<file path="config.mk">
export PLATFORM = sky130hd
export DESIGN_NAME = text_tokenizer_byte_stream
export DESIGN_NICKNAME = d
export VERILOG_FILES = /design/src/sv/ttok_pkg.sv /design/src/sv/ttok_front.sv /design/src/sv/ttok_queue.sv /design/src/sv/ttok_back.sv /design/src/sv/text_tokenizer_byte_stream.sv
export SDC_FILE = /design/constraint.sdc
export NUM_CORES = 1
export LEC_CHECK = 0
export BUFFER_PORTS_ARGS = -buffer_cell sky130_fd_sc_hd__buf_2
export CORE_ASPECT_RATIO = 0.8
export CORE_MARGIN = 2
export CORE_UTILIZATION = 55
export CTS_CLUSTER_SIZE = 12
export DETAILED_ROUTE_END_ITERATION = 7
export PLACE_DENSITY = 0.83
export SYNTH_ARGS = -nofsm -noshare
export SYNTH_HDL_FRONTEND = slang
export SYNTH_SLANG_ARGS = --single-unit
</file>
<file path="constraint.sdc">
create_clock -name clock -period 6.03 [get_ports clock]
set_clock_uncertainty 0.2 [all_clocks]
set_input_delay 0.603 -clock clock [delete_from_list [all_inputs] [get_ports clock]]
set_output_delay 0.603 -clock clock [all_outputs]
set_load 0.01 [all_outputs]
</file>
<file path="src/sv/ttok_pkg.sv">
// Shared types, constants and the byte map of the text tokenizer.
`default_nettype none

package ttok_pkg;

   // Token store depth per bank and the number of banks.
   localparam int BUF_DEPTH = 32;
   localparam int NUM_BANKS = 2;
   localparam int IDX_W     = $clog2(BUF_DEPTH);
   localparam int BANK_W    = $clog2(NUM_BANKS);
   localparam int ADDR_W    = BANK_W + IDX_W;
   localparam int MEM_DEPTH = NUM_BANKS * BUF_DEPTH;

   // Field widths of the stream items and registers.
   localparam int BYTE_W  = 8;
   localparam int CHAR_W  = 7;
   localparam int CNT_W   = 5;
   localparam int MIN_W   = 5;
   localparam int MAX_W   = 6;
   localparam int CSR_IDX_W  = 4;
   localparam int CSR_DATA_W = 6;
   localparam int RSP_DATA_W = 24;
   localparam int RSP_PAD_W  = RSP_DATA_W - CHAR_W - 2 * CNT_W;

   // Longest token the store can hold.
   localparam int CAP_INT  = (BUF_DEPTH - 1 < 31) ? BUF_DEPTH - 1 : 31;
   localparam logic [MAX_W-1:0] CHAR_CAP = MAX_W'(CAP_INT);

   localparam logic [MIN_W-1:0] MIN_RESET = MIN_W'(3);
   localparam logic [MAX_W-1:0] MAX_RESET = MAX_W'(32);

   // Register indexes on the configuration port.
   localparam logic [CSR_IDX_W-1:0] REG_MIN_LEN = CSR_IDX_W'(0);
   localparam logic [CSR_IDX_W-1:0] REG_MAX_LEN = CSR_IDX_W'(1);

   // Write port of the token store.
   typedef struct packed {
      logic              en;
      logic [ADDR_W-1:0] addr;
      logic [CHAR_W-1:0] data;
   } store_wr_type;

   // A finished token waiting for the back end.
   typedef struct packed {
      logic [BANK_W-1:0] bank;
      logic [CNT_W-1:0]  len;
   } token_desc_type;

   // The back end hands a bank back to the front end.
   typedef struct packed {
      logic              en;
      logic [BANK_W-1:0] bank;
   } bank_release_type;

   // Digits stay, letters fold to lower case, all else maps to zero (delimiter).
   function automatic logic [CHAR_W-1:0] map_byte(input logic [BYTE_W-1:0] b);
      logic [CHAR_W-1:0] res;
      res = '0;
      if (b >= 8'd48 && b <= 8'd57) begin
         res = b[CHAR_W-1:0];
      end else if (b >= 8'd65 && b <= 8'd90) begin
         res = b[CHAR_W-1:0] + CHAR_W'(32);
      end else if (b >= 8'd97 && b <= 8'd122) begin
         res = b[CHAR_W-1:0];
      end
      return res;
   endfunction

endpackage

`default_nettype wire

</file>
<file path="src/sv/ttok_front.sv">
// Front end: accepts bytes, classifies them and builds tokens in the store.
`default_nettype none

module ttok_front (
   input  wire logic                                 clock,
   input  wire logic                                 reset,
   input  wire logic                                 req_tvalid,
   output logic                                      req_tready,
   input  wire logic [ttok_pkg::BYTE_W-1:0]          req_tdata,
   input  wire logic                                 req_tlast,
   input  wire logic                                 csr_valid,
   input  wire logic [ttok_pkg::CSR_IDX_W-1:0]       csr_index,
   input  wire logic [ttok_pkg::CSR_DATA_W-1:0]      csr_wdata,
   output ttok_pkg::store_wr_type                    store_wr,
   output logic                                      desc_valid,
   input  wire logic                                 desc_ready,
   output ttok_pkg::token_desc_type                  desc,
   input  wire ttok_pkg::bank_release_type           release_bank
);

   logic [ttok_pkg::MIN_W-1:0]     min_len_ff, min_len_in;
   logic [ttok_pkg::MAX_W-1:0]     max_len_ff, max_len_in;
   logic [ttok_pkg::CNT_W-1:0]     count_ff, count_in;
   logic                           inside_ff, inside_in;
   logic [ttok_pkg::BANK_W-1:0]    wr_bank_ff, wr_bank_in;
   logic [ttok_pkg::NUM_BANKS-1:0] busy_ff, busy_in;

   logic [ttok_pkg::CHAR_W-1:0]    ch;
   logic [ttok_pkg::MAX_W-1:0]     limit;
   logic                           accept;
   logic                           commit;
   logic [ttok_pkg::CNT_W-1:0]     commit_len;

   assign req_tready = !busy_ff[wr_bank_ff] && desc_ready;
   assign accept     = req_tvalid && req_tready;
   assign ch         = ttok_pkg::map_byte(req_tdata);

   // Effective character limit: the length limit register minus one, capped by the store.
   always_comb begin
      limit = (max_len_ff == '0) ? '0 : max_len_ff - ttok_pkg::MAX_W'(1);
      if (limit > ttok_pkg::CHAR_CAP) begin
         limit = ttok_pkg::CHAR_CAP;
      end
   end

   always_comb begin
      count_in      = count_ff;
      inside_in     = inside_ff;
      commit        = 1'b0;
      commit_len    = count_ff;
      store_wr.en   = 1'b0;
      store_wr.addr = {wr_bank_ff, ttok_pkg::IDX_W'(count_ff)};
      store_wr.data = ch;
      if (accept) begin
         if (ch == '0) begin
            if (inside_ff) begin
               commit    = (count_ff >= min_len_ff);
               inside_in = 1'b0;
               count_in  = '0;
            end
         end else begin
            inside_in = 1'b1;
            if (ttok_pkg::MAX_W'(count_ff) >= limit) begin
               // Token too long: the character is dropped and the token restarts.
               inside_in = 1'b0;
               count_in  = '0;
            end else begin
               store_wr.en = 1'b1;
               count_in    = count_ff + ttok_pkg::CNT_W'(1);
            end
         end
         if (req_tlast) begin
            if (inside_in && !commit) begin
               commit     = 1'b1;
               commit_len = count_in;
            end
            inside_in = 1'b0;
            count_in  = '0;
         end
      end
   end

   assign desc_valid = commit;
   assign desc.bank  = wr_bank_ff;
   assign desc.len   = commit_len;

   always_comb begin
      busy_in    = busy_ff;
      wr_bank_in = wr_bank_ff;
      if (release_bank.en) begin
         busy_in[release_bank.bank] = 1'b0;
      end
      if (commit) begin
         busy_in[wr_bank_ff] = 1'b1;
         wr_bank_in          = wr_bank_ff + ttok_pkg::BANK_W'(1);
      end
   end

   always_comb begin
      min_len_in = min_len_ff;
      max_len_in = max_len_ff;
      if (csr_valid) begin
         unique case (csr_index)
            ttok_pkg::REG_MIN_LEN: min_len_in = csr_wdata[ttok_pkg::MIN_W-1:0];
            ttok_pkg::REG_MAX_LEN: max_len_in = csr_wdata[ttok_pkg::MAX_W-1:0];
            default: ;
         endcase
      end
   end

   always_ff @(posedge clock) begin
      if (reset) begin
         min_len_ff <= ttok_pkg::MIN_RESET;
         max_len_ff <= ttok_pkg::MAX_RESET;
         count_ff   <= '0;
         inside_ff  <= 1'b0;
         wr_bank_ff <= '0;
         busy_ff    <= '0;
      end else begin
         min_len_ff <= min_len_in;
         max_len_ff <= max_len_in;
         count_ff   <= count_in;
         inside_ff  <= inside_in;
         wr_bank_ff <= wr_bank_in;
         busy_ff    <= busy_in;
      end
   end

endmodule

`default_nettype wire

</file>
<file path="src/sv/ttok_queue.sv">
// Two-entry queue of finished token descriptors between front and back end.
`default_nettype none

module ttok_queue (
   input  wire logic                        clock,
   input  wire logic                        reset,
   input  wire logic                        in_valid,
   output logic                             in_ready,
   input  wire ttok_pkg::token_desc_type    in_desc,
   output logic                             out_valid,
   input  wire logic                        out_ready,
   output ttok_pkg::token_desc_type         out_desc
);

   ttok_pkg::token_desc_type entry_ff [2];
   logic                     wr_ptr_ff, wr_ptr_in;
   logic                     rd_ptr_ff, rd_ptr_in;
   logic [1:0]               fill_ff, fill_in;
   logic                     push, pop;

   assign in_ready  = (fill_ff != 2'd2);
   assign out_valid = (fill_ff != 2'd0);
   assign out_desc  = entry_ff[rd_ptr_ff];
   assign push      = in_valid && in_ready;
   assign pop       = out_valid && out_ready;

   always_comb begin
      wr_ptr_in = wr_ptr_ff ^ push;
      rd_ptr_in = rd_ptr_ff ^ pop;
      fill_in   = fill_ff + 2'(push) - 2'(pop);
   end

   always_ff @(posedge clock) begin
      if (push) begin
         entry_ff[wr_ptr_ff] <= in_desc;
      end
   end

   always_ff @(posedge clock) begin
      if (reset) begin
         wr_ptr_ff <= 1'b0;
         rd_ptr_ff <= 1'b0;
         fill_ff   <= 2'd0;
      end else begin
         wr_ptr_ff <= wr_ptr_in;
         rd_ptr_ff <= rd_ptr_in;
         fill_ff   <= fill_in;
      end
   end

endmodule

`default_nettype wire

</file>
<file path="src/sv/ttok_back.sv">
// Back end: token store memory and the sequencer that streams out token characters.
`default_nettype none

module ttok_back (
   input  wire logic                          clock,
   input  wire logic                          reset,
   input  wire ttok_pkg::store_wr_type        store_wr,
   input  wire logic                          desc_valid,
   output logic                               desc_ready,
   input  wire ttok_pkg::token_desc_type      desc,
   output ttok_pkg::bank_release_type         release_bank,
   output logic                               rsp_tvalid,
   input  wire logic                          rsp_tready,
   output logic [ttok_pkg::CHAR_W-1:0]        token_char,
   output logic [ttok_pkg::CNT_W-1:0]         char_index,
   output logic [ttok_pkg::CNT_W-1:0]         token_length,
   output logic                               last_char
);

   typedef enum logic [1:0] {
      ST_IDLE,
      ST_FETCH,
      ST_LOAD,
      ST_SHOW
   } state_type;

   state_type                     state_ff;
   logic [ttok_pkg::CHAR_W-1:0]   mem_ff [ttok_pkg::MEM_DEPTH];
   logic [ttok_pkg::CHAR_W-1:0]   rd_data_ff;
   logic [ttok_pkg::BANK_W-1:0]   bank_ff;
   logic [ttok_pkg::CNT_W-1:0]    len_ff;
   logic [ttok_pkg::CNT_W-1:0]    idx_ff;
   logic                          valid_ff;
   logic [ttok_pkg::CHAR_W-1:0]   char_ff;
   logic [ttok_pkg::CNT_W-1:0]    out_idx_ff;
   logic                          last_ff;
   logic [ttok_pkg::ADDR_W-1:0]   rd_addr;

   assign rd_addr = {bank_ff, ttok_pkg::IDX_W'(idx_ff)};

   always_ff @(posedge clock) begin
      if (store_wr.en) begin
         mem_ff[store_wr.addr] <= store_wr.data;
      end
      rd_data_ff <= mem_ff[rd_addr];
   end

   assign desc_ready        = (state_ff == ST_IDLE);
   assign release_bank.en   = (state_ff == ST_SHOW) && rsp_tready && last_ff;
   assign release_bank.bank = bank_ff;

   assign rsp_tvalid   = valid_ff;
   assign token_char   = char_ff;
   assign char_index   = out_idx_ff;
   assign token_length = len_ff;
   assign last_char    = last_ff;

   always_ff @(posedge clock) begin
      if (reset) begin
         state_ff <= ST_IDLE;
         valid_ff <= 1'b0;
      end else begin
         unique case (state_ff)
            ST_IDLE: begin
               if (desc_valid) begin
                  bank_ff  <= desc.bank;
                  len_ff   <= desc.len;
                  idx_ff   <= '0;
                  state_ff <= ST_FETCH;
               end
            end
            ST_FETCH: begin
               state_ff <= ST_LOAD;
            end
            ST_LOAD: begin
               char_ff    <= rd_data_ff;
               out_idx_ff <= idx_ff;
               last_ff    <= (idx_ff + ttok_pkg::CNT_W'(1) == len_ff);
               valid_ff   <= 1'b1;
               state_ff   <= ST_SHOW;
            end
            ST_SHOW: begin
               if (rsp_tready) begin
                  valid_ff <= 1'b0;
                  if (last_ff) begin
                     state_ff <= ST_IDLE;
                  end else begin
                     idx_ff   <= idx_ff + ttok_pkg::CNT_W'(1);
                     state_ff <= ST_FETCH;
                  end
               end
            end
            default: state_ff <= ST_IDLE;
         endcase
      end
   end

endmodule

`default_nettype wire

</file>
<file path="src/sv/text_tokenizer_byte_stream.sv">
// Top level of the alphanumeric word tokenizer over a byte stream.
`default_nettype none

// The block takes one text byte per beat on the req_ channel and returns every
// kept token as a run of beats on the rsp_ channel, one beat per character,
// with rsp_tlast on the final character. Digits pass unchanged, Latin letters
// fold to lower case, and every other byte (including bytes 128 to 255) is a
// delimiter. A delimiter ends a token, which is sent if it holds at least the
// minimum length (register 0) and dropped otherwise. A character that arrives
// when the token already holds the length limit (register 1) minus one
// characters (at most 31) is discarded and the token restarts empty. A byte
// with req_tlast set ends the stream: a pending token is flushed regardless of
// the minimum length, and the block is ready for a new stream right after. The
// front end takes one byte per clock cycle while it owns a free bank of the
// two-bank token store; it stalls only when both banks hold finished tokens
// not yet sent. The back end sends the characters one at a time, each through
// memory read, output register load and handshake, and fetches the next one
// only after the current one is taken. Configuration writes on the csr_ port
// are always accepted; they should be issued only while the block is idle.
// Reset is synchronous and active high; the token store itself is not
// cleared and needs no clearing pass.
module text_tokenizer_byte_stream (
   input  wire logic                                 clock,
   input  wire logic                                 reset,
   // Input bytes.
   input  wire logic                                 req_tvalid,
   output logic                                      req_tready,
   input  wire logic [ttok_pkg::BYTE_W-1:0]          req_tdata,   // [7:0] data_byte
   input  wire logic                                 req_tlast,   // end_of_data
   // Token characters.
   output logic                                      rsp_tvalid,
   input  wire logic                                 rsp_tready,
   // [6:0] token_char, [11:7] char_index, [16:12] token_length, [23:17] zero
   output logic [ttok_pkg::RSP_DATA_W-1:0]           rsp_tdata,
   output logic                                      rsp_tlast,   // last_char
   // Configuration writes: index 0 minimum token length, index 1 token length limit.
   input  wire logic                                 csr_valid,
   output logic                                      csr_ready,
   input  wire logic [ttok_pkg::CSR_IDX_W-1:0]       csr_index,
   input  wire logic [ttok_pkg::CSR_DATA_W-1:0]      csr_wdata
);

   ttok_pkg::store_wr_type      store_wr;
   ttok_pkg::token_desc_type    front_desc;
   ttok_pkg::token_desc_type    back_desc;
   ttok_pkg::bank_release_type  release_bank;
   logic                        front_desc_valid, front_desc_ready;
   logic                        back_desc_valid, back_desc_ready;
   logic [ttok_pkg::CHAR_W-1:0] token_char;
   logic [ttok_pkg::CNT_W-1:0]  char_index;
   logic [ttok_pkg::CNT_W-1:0]  token_length;

   assign csr_ready = 1'b1;

   ttok_front u_front (
      .clock        (clock),
      .reset        (reset),
      .req_tvalid   (req_tvalid),
      .req_tready   (req_tready),
      .req_tdata    (req_tdata),
      .req_tlast    (req_tlast),
      .csr_valid    (csr_valid),
      .csr_index    (csr_index),
      .csr_wdata    (csr_wdata),
      .store_wr     (store_wr),
      .desc_valid   (front_desc_valid),
      .desc_ready   (front_desc_ready),
      .desc         (front_desc),
      .release_bank (release_bank)
   );

   // Finished tokens wait here until the back end is free.
   ttok_queue u_queue (
      .clock     (clock),
      .reset     (reset),
      .in_valid  (front_desc_valid),
      .in_ready  (front_desc_ready),
      .in_desc   (front_desc),
      .out_valid (back_desc_valid),
      .out_ready (back_desc_ready),
      .out_desc  (back_desc)
   );

   ttok_back u_back (
      .clock        (clock),
      .reset        (reset),
      .store_wr     (store_wr),
      .desc_valid   (back_desc_valid),
      .desc_ready   (back_desc_ready),
      .desc         (back_desc),
      .release_bank (release_bank),
      .rsp_tvalid   (rsp_tvalid),
      .rsp_tready   (rsp_tready),
      .token_char   (token_char),
      .char_index   (char_index),
      .token_length (token_length),
      .last_char    (rsp_tlast)
   );

   assign rsp_tdata = {ttok_pkg::RSP_PAD_W'(0), token_length, char_index, token_char};

endmodule

`default_nettype wire
</file>
After elaboration in Yosys (flattened, before gate mapping)
Memory sizes are Yosys's and may differ from the RTL's. A register that Yosys moved wholly into a read port is not among the register bits.
Index checks and enable logic that the tools add are counted.
{"block": "totals", "regBits": 45, "latch_bits": 0, "ram_bits": 460, "mem_bits_ro": 0, "in_bits": 24, "output_inout_bits": 28, "mem_count": 2}
{"block": "classes", "n_addsub": 7, "mul": 0, "div": 0, "order_cmp": 13, "n_eq_ne": 9, "n_shift": 0, "muxes": 45, "bitwise_logic": 6, "reduce_logical": 28}
{"memory": "u_back.mem_ff", "depth": 64, "word_bits": 7, "read_ports": 1, "rd_clocked_by_memory_dff": 1, "write_ports": 1, "line": "ttok_back.sv:28", "text": "logic [ttok_pkg::CHAR_W-1:0] mem_ff [ttok_pkg::MEM_DEPTH];"}
{"memory": "u_queue.entry_ff", "depth": 2, "word_bits": 6, "read_ports": 1, "rd_clocked_by_memory_dff": 1, "write_ports": 1, "line": "ttok_queue.sv:15", "text": "ttok_pkg::token_desc_type entry_ff [2];"}
{"cell": "5-bit 2-to-1 mux", "n": 10}
{"cell": "1-bit 2-to-1 mux", "n": 21}
{"cell": "7-bit 2-to-1 mux", "n": 3}
{"cell": "8-bit by 7-bit >= comparator with 1-bit output (second input constant)", "n": 2}
{"cell": "8-bit by 7-bit less-or-equal comparator with 1-bit output (second input constant)", "n": 2}
{"cell": "1-bit logical AND", "n": 12}
{"cell": "6-bit 2-to-1 mux", "n": 2}
{"cell": "5-bit by 1-bit adder with 5-bit output (second input constant)", "n": 2}
{"cell": "5-bit case mux with 2 select lines", "n": 1}
{"cell": "2-bit AND reduction", "n": 5}
{"cell": "8-bit by 6-bit >= comparator with 1-bit output (second input constant)", "n": 1}
{"cell": "8-bit by 6-bit less-or-equal comparator with 1-bit output (second input constant)", "n": 1}
{"cell": "2-bit 2-to-1 mux", "n": 4}
{"cell": "2-bit case mux with 4 select lines", "n": 1}
{"cell": "7-bit by 6-bit adder with 7-bit output (second input constant)", "n": 1}
{"cell": "7-bit logical NOT", "n": 1}
{"cell": "5-bit by 6-bit >= comparator with 1-bit output", "n": 1}
{"cell": "6-bit by 5-bit > comparator with 1-bit output (second input constant)", "n": 1}
{"cell": "6-bit logical NOT", "n": 1}
{"cell": "2-bit inequality test (second input constant)", "n": 3}
{"cell": "2-bit nonzero test", "n": 3}
{"cell": "6-bit by 1-bit subtractor with 6-bit output (second input constant)", "n": 1}
{"cell": "5-bit == test", "n": 1}
{"cell": "5-bit >= comparator", "n": 1}
{"cell": "21 further kinds", "n": 27}

Longest topological paths before layout
{"block": "depth", "ltp_word": 16, "depth_mapped": 16, "ltp_nobuf": 16}

Hierarchy
Synthesis repeated with hierarchy kept, for this count alone.
{"block": "unflattened", "hier_cells": 1179, "hier_area_um2": 21189.1}
{"module": "ttok_back", "n_inst": 1, "cells_each": 945, "area_each_um2": 18966.9}
{"module": "ttok_front", "n_inst": 1, "cells_each": 178, "area_each_um2": 1487.7}
{"module": "ttok_queue", "n_inst": 1, "cells_each": 46, "area_each_um2": 666.9}
{"module": "text_tokenizer_byte_stream", "n_inst": 1, "cells_each": 10, "area_each_um2": 67.6}

Worst setup path before layout
OpenSTA, ideal clock, no wires.
{"block": "synth_path", "kind": "input port to flip-flop", "from": "input req_tdata[5] (netlist name)", "to": "memory u_back.mem_ff[0][6] (netlist name), data pin", "setup_ns": 0.702, "arrival_time_ns": 3.946, "required_time_ns": 5.128, "path_slack_ns": 1.182, "path_stages": 6, "path_cell_list": "inv_1 ha_1 nor3b_1 o311ai_1 or2_2 o21ai_0"}
{"item": "start: declaration", "line": "text_tokenizer_byte_stream.sv:28", "text": "input wire logic [ttok_pkg::BYTE_W-1:0] req_tdata,"}
{"item": "end: declaration", "line": "ttok_back.sv:28"}

Final worst setup path
{"block": "layout_path", "from": "register u_front.max_len_ff[0] (netlist name)", "to": "memory u_back.mem_ff[45][2] (netlist name) (enable)"}
{"block": "layout_between", "elab_chain_len": 10}
{"item": "start: declaration", "line": "ttok_front.sv:22", "text": "logic [ttok_pkg::MAX_W-1:0] max_len_ff, max_len_in;"}
{"item": "start signal: assignment", "line": "ttok_front.sv:114", "text": "max_len_ff <= ttok_pkg::MAX_RESET;"}
{"item": "start signal: assignment", "line": "ttok_front.sv:121", "text": "max_len_ff <= max_len_in;"}
{"item": "6-bit by 1-bit subtractor with 6-bit output or 6-bit logical NOT (tied branches)", "line": "ttok_front.sv:40", "text": "limit = (max_len_ff == '0) ? '0 : max_len_ff - ttok_pkg::MAX_W'(1);"}
{"item": "6-bit 2-to-1 mux (*)", "line": "ttok_front.sv:40"}
{"item": "6-bit by 5-bit > comparator with 1-bit output", "line": "ttok_front.sv:41", "text": "if (limit > ttok_pkg::CHAR_CAP) begin"}
{"item": "6-bit 2-to-1 mux (*)", "line": "ttok_front.sv:41"}
{"item": "5-bit by 6-bit >= comparator with 1-bit output (*)", "line": "ttok_front.sv:63", "text": "if (ttok_pkg::MAX_W'(count_ff) >= limit) begin"}
{"item": "1-bit 2-to-1 mux (*)", "line": "ttok_front.sv:63"}
{"item": "1-bit 2-to-1 mux (*)", "line": "ttok_front.sv:55", "text": "if (ch == '0) begin"}
{"item": "1-bit 2-to-1 mux (*)", "line": "ttok_front.sv:54", "text": "if (accept) begin"}
{"item": "1-bit 2-to-1 mux (*)", "line": "ttok_back.sv:42", "text": "if (store_wr.en) begin"}
{"item": "1-bit 2-to-1 mux (implied by the code) (*)", "line": "ttok_back.sv:43", "text": "mem_ff[store_wr.addr] <= store_wr.data;"}
Every way passes the cells marked *; elsewhere a longest branch is shown, timed or not.

==> impl_metrics.py <==
metrics = {
    "critical_path": {
        "path_class": "reg -> reg",
        "required_ns": 6.02,
        "cp_max_fo": 19,
        "crit_chain": "inv_1 > ha_1 > nand2b_1 > nor4_1 > a21oi_1 > ha_1 > nand2b_1 > a211o_1 > a21oi_1 > o221a_4 > nand2_4 > nor4_1",
        "cpMaxStageDelayCell": "nor4_1",
        "endpoint_kind": "flip-flop",
        "slowest_delay_ns": 1.09,
        "startpoint_type": "flip-flop",
        "cp.arrival_ns": 4.41,
    },
    "global_routing": {
        "antenna_found_initial": 0,
        "use_met2_pct": 36.5,
        "grt_max_degree": 124,
        "grt_pass1_wl_mm": 69.0,
        "track_usage_pct": 23.8,
        "grt-busiest-layer": "met2",
        "grt_overflow": 0,
        "use_met1_pct": 35.5,
        "grt_util_met3_pct": 4.85,
        "grt_pass1_vias": 10700,
    },
    "cells_and_area": {
        "final_common_cell": "edfxtp_1",
        "layout_common_cells": "edfxtp_1, mux4_2, nor2_1",
        "layout.nets": 1211,
        "layout-drive-gt1-share_pct": 22.9,
        "postLayoutCellArea_um2": 23200,
        "n_antenna_cell": 0,
        "fillCellCount": 2518,
        "area_growth_pct": 10.6,
    },
    "yosys": {
        "synth-edff-count": 484,
        "yosys.area.top_type": "edfxtp_1",
        "async_reset_ff_share_pct": 0,
        "ys_types": 62,
        "synth.avg_cell_area_um2": 18.9,
        "seq_area_frac_synth_pct": 72.5,
        "synth_seq_cells": 518,
        "synth_top_area_share_pct": 69.2,
        "ys_top_cells_by_area": "edfxtp_1, mux4_2, dfxtp_1",
        "yosys_warnings": 0,
        "netlist_area_um2": 21000,
        "synth_cells": 1109,
        "synthFlopType": "edfxtp_1",
    },
    "clock_tree": {
        "numCtsBuffers": 50,
        "cts_num_sinks": 518,
        "cts-hold-fix-buffers": 0,
        "insertion_delay_ns": 0.59,
        "cts_resized": 0,
        "cts_max_path_buffers": 3,
        "cts-root-buf": "clkbuf_16",
        "post-cts-setup-buffers": 0,
        "cts_tree": "yes",
        "htree_levels": 2,
        "clk_pin_slew_ns": 0.06,
    },
    "timing": {
        "finalSetupTns_ns": 0,
        "worst_slew_pin_slew_ns": 1.29,
        "period_share_pct": 73.3,
        "max_freq_mhz": 226,
        "period_minus_slack_ns": 4.42,
        "rsz0062_at_grt": "no",
        "hold_viol_final": 0,
        "slew_violations": 0,
        "finalSetupViolations": 0,
        "worst_slack_ns": 1.61,
        "relSlewSlack_pct": 13.3,
    },
    "floorplan": {
        "rows": 63,
        "start_util_pct": 56.2,
        "dieArea_um2": 39800,
        "fp.coreArea_um2": 37400,
        "io_pins": 52,
        "die_h_um": 179,
        "die_w_um": 222,
    },
    "placed_design": {
        "globalplace.congestion": 0.832,
        "dp_hpwl_mm": 27.1,
        "post-place-ws_ns": 1.63,
        "io_buffers": 43,
        "place_area_um2": 21800,
    },
    "route": {
        "dr.pass1.iters": 5,
        "routedWlPerCell_um": 27.3,
        "remaining_drc_errors": 0,
        "vias_per_cell": 6.46,
        "vias": 10900,
        "wl_mm": 46.0,
        "ant_nets": 0,
        "drt_iter0_drc": 1423,
    },
    "job": {
        "maxCapViolations": 0,
    },
    "pwr": {
        "ir_worst_vdd_v": 0.000233,
        "p_per_area_nw_per_um2": 363,
        "power_w": 0.00842,
        "leakage_nw": 7.07,
    },
    "outcome": {
        "status": "finished clean",
    },
    "hold_path": {
        "min_path_type": "in -> reg",
    },
}
-- synthesized netlist by cell type (all sizes together) (4+ instances only) --
library cell  number
o22ai             11
ha                24
o21ai             18
dfxtp             34
nand2             20
mux2i             20
nor2              87
nand2b             7
a21oi             14
nor3              10
and3               4
xnor2             12
buf               40
clkbuf            24
nor2b             33
a211oi            16
inv               26
nor4              15
xor2               6
nand4              9
nand3             11
edfxtp           484
mux2               7
or3                9
mux4             126
-- stage by stage --
stage	hold WS (ns)	util, %	instances
3_3_place_gp	0.194	58.2	1598
3_5_place_dp	0.189	58.2	1598
2_1_floorplan	0.186	-	1115
5_1_grt	0.0565	62.1	1682
4_1_cts	0.0491	62.1	1682
6_report	0.0734	62.1	1682
-- path summary, 6_finish.rpt --
check,start,end,slack (ns),cells after the start
max,u_front.max_len_ff[0],u_back.mem_ff[45][2],1.61,12
min,csr_wdata[0],u_front.min_len_ff[0],0.07,2
max reg2reg,u_front.max_len_ff[0],u_back.mem_ff[45][2],1.61,12
min reg2reg,u_back.rd_data_ff[2],u_back.token_char[2],0.20,0
-- power by group --
part / internal [W] / total (W) / switching (W)
combinational: 0.000637 / 0.00145 / 0.000812
sequential: 0.00404 / 0.00414 / 0.000102
clock: 0.00155 / 0.00283 / 0.00129
total: 0.00622 / 0.00842 / 0.00220
-- sequential cells by signal, indices dropped and copies added (netlist names) --
signal / cells
u_front.busy_ff: 2
u_queue.fill_ff: 2
u_back.rd_data_ff: 7
u_back.idx_ff: 5
u_queue.wr_ptr_ff: 1
u_front.min_len_ff: 5
u_front.max_len_ff: 6
u_queue.entry_ff: 12
u_back.token_length: 5
u_back.bank_ff: 1
u_front.inside_ff: 1
u_back.state_ff: 2
u_back.mem_ff: 448
u_back.token_char: 7
u_back.last_char: 1
u_back.char_index: 5
u_front.wr_bank_ff: 1
u_front.count_ff: 5
u_queue.rd_ptr_ff: 1
u_back.rsp_tvalid: 1
-- critical path: cells and delay by family, from the launching register on --
family          cells  cell delay [ns]
buf+inv             1             0.09
fa+ha+maj           2             0.44
flops               1             0.33
simple gates        5             1.90
compound gates      4             1.08
-- per-layer routing --
metal  vias to the layer above  part of all wire, %
met5                         -                    0
met4                         0                  2.6
met3                       100                   10
met2                       656                   46
met1                      5546                   41
li1                       4557                    -
-- kinds of logic after synthesis --
| kind of cell | Yosys count | synth area share, % |
|---|---|---|
| mux | 153 | 14.8 |
| flops | 518 | 72.5 |
| buf+inv | 91 | 2.01 |
| xor+xnor | 18 | 0.751 |
| compound gates | 85 | 2.89 |
| simple gates | 218 | 5.55 |
| fa+ha+maj | 24 | 1.43 |
| other cells | 2 | 0.0358 |
-- area by class of cell --
| type | count | area, µm² | area share (%) |
|---|---|---|---|
| Tap cell | 487 | 609 | 2.63 |
| Timing Repair Buffer | 60 | 393 | 1.69 |
| Multi-Input combinational cell | 506 | 5450 | 23.5 |
| Clock inverter | 5 | 76.3 | 0.329 |
| Inverter | 27 | 101 | 0.437 |
| Clock buffer | 79 | 1360 | 5.86 |
| Sequential cell | 518 | 15200 | 65.6 |
(Power assumes the default switching activity.)
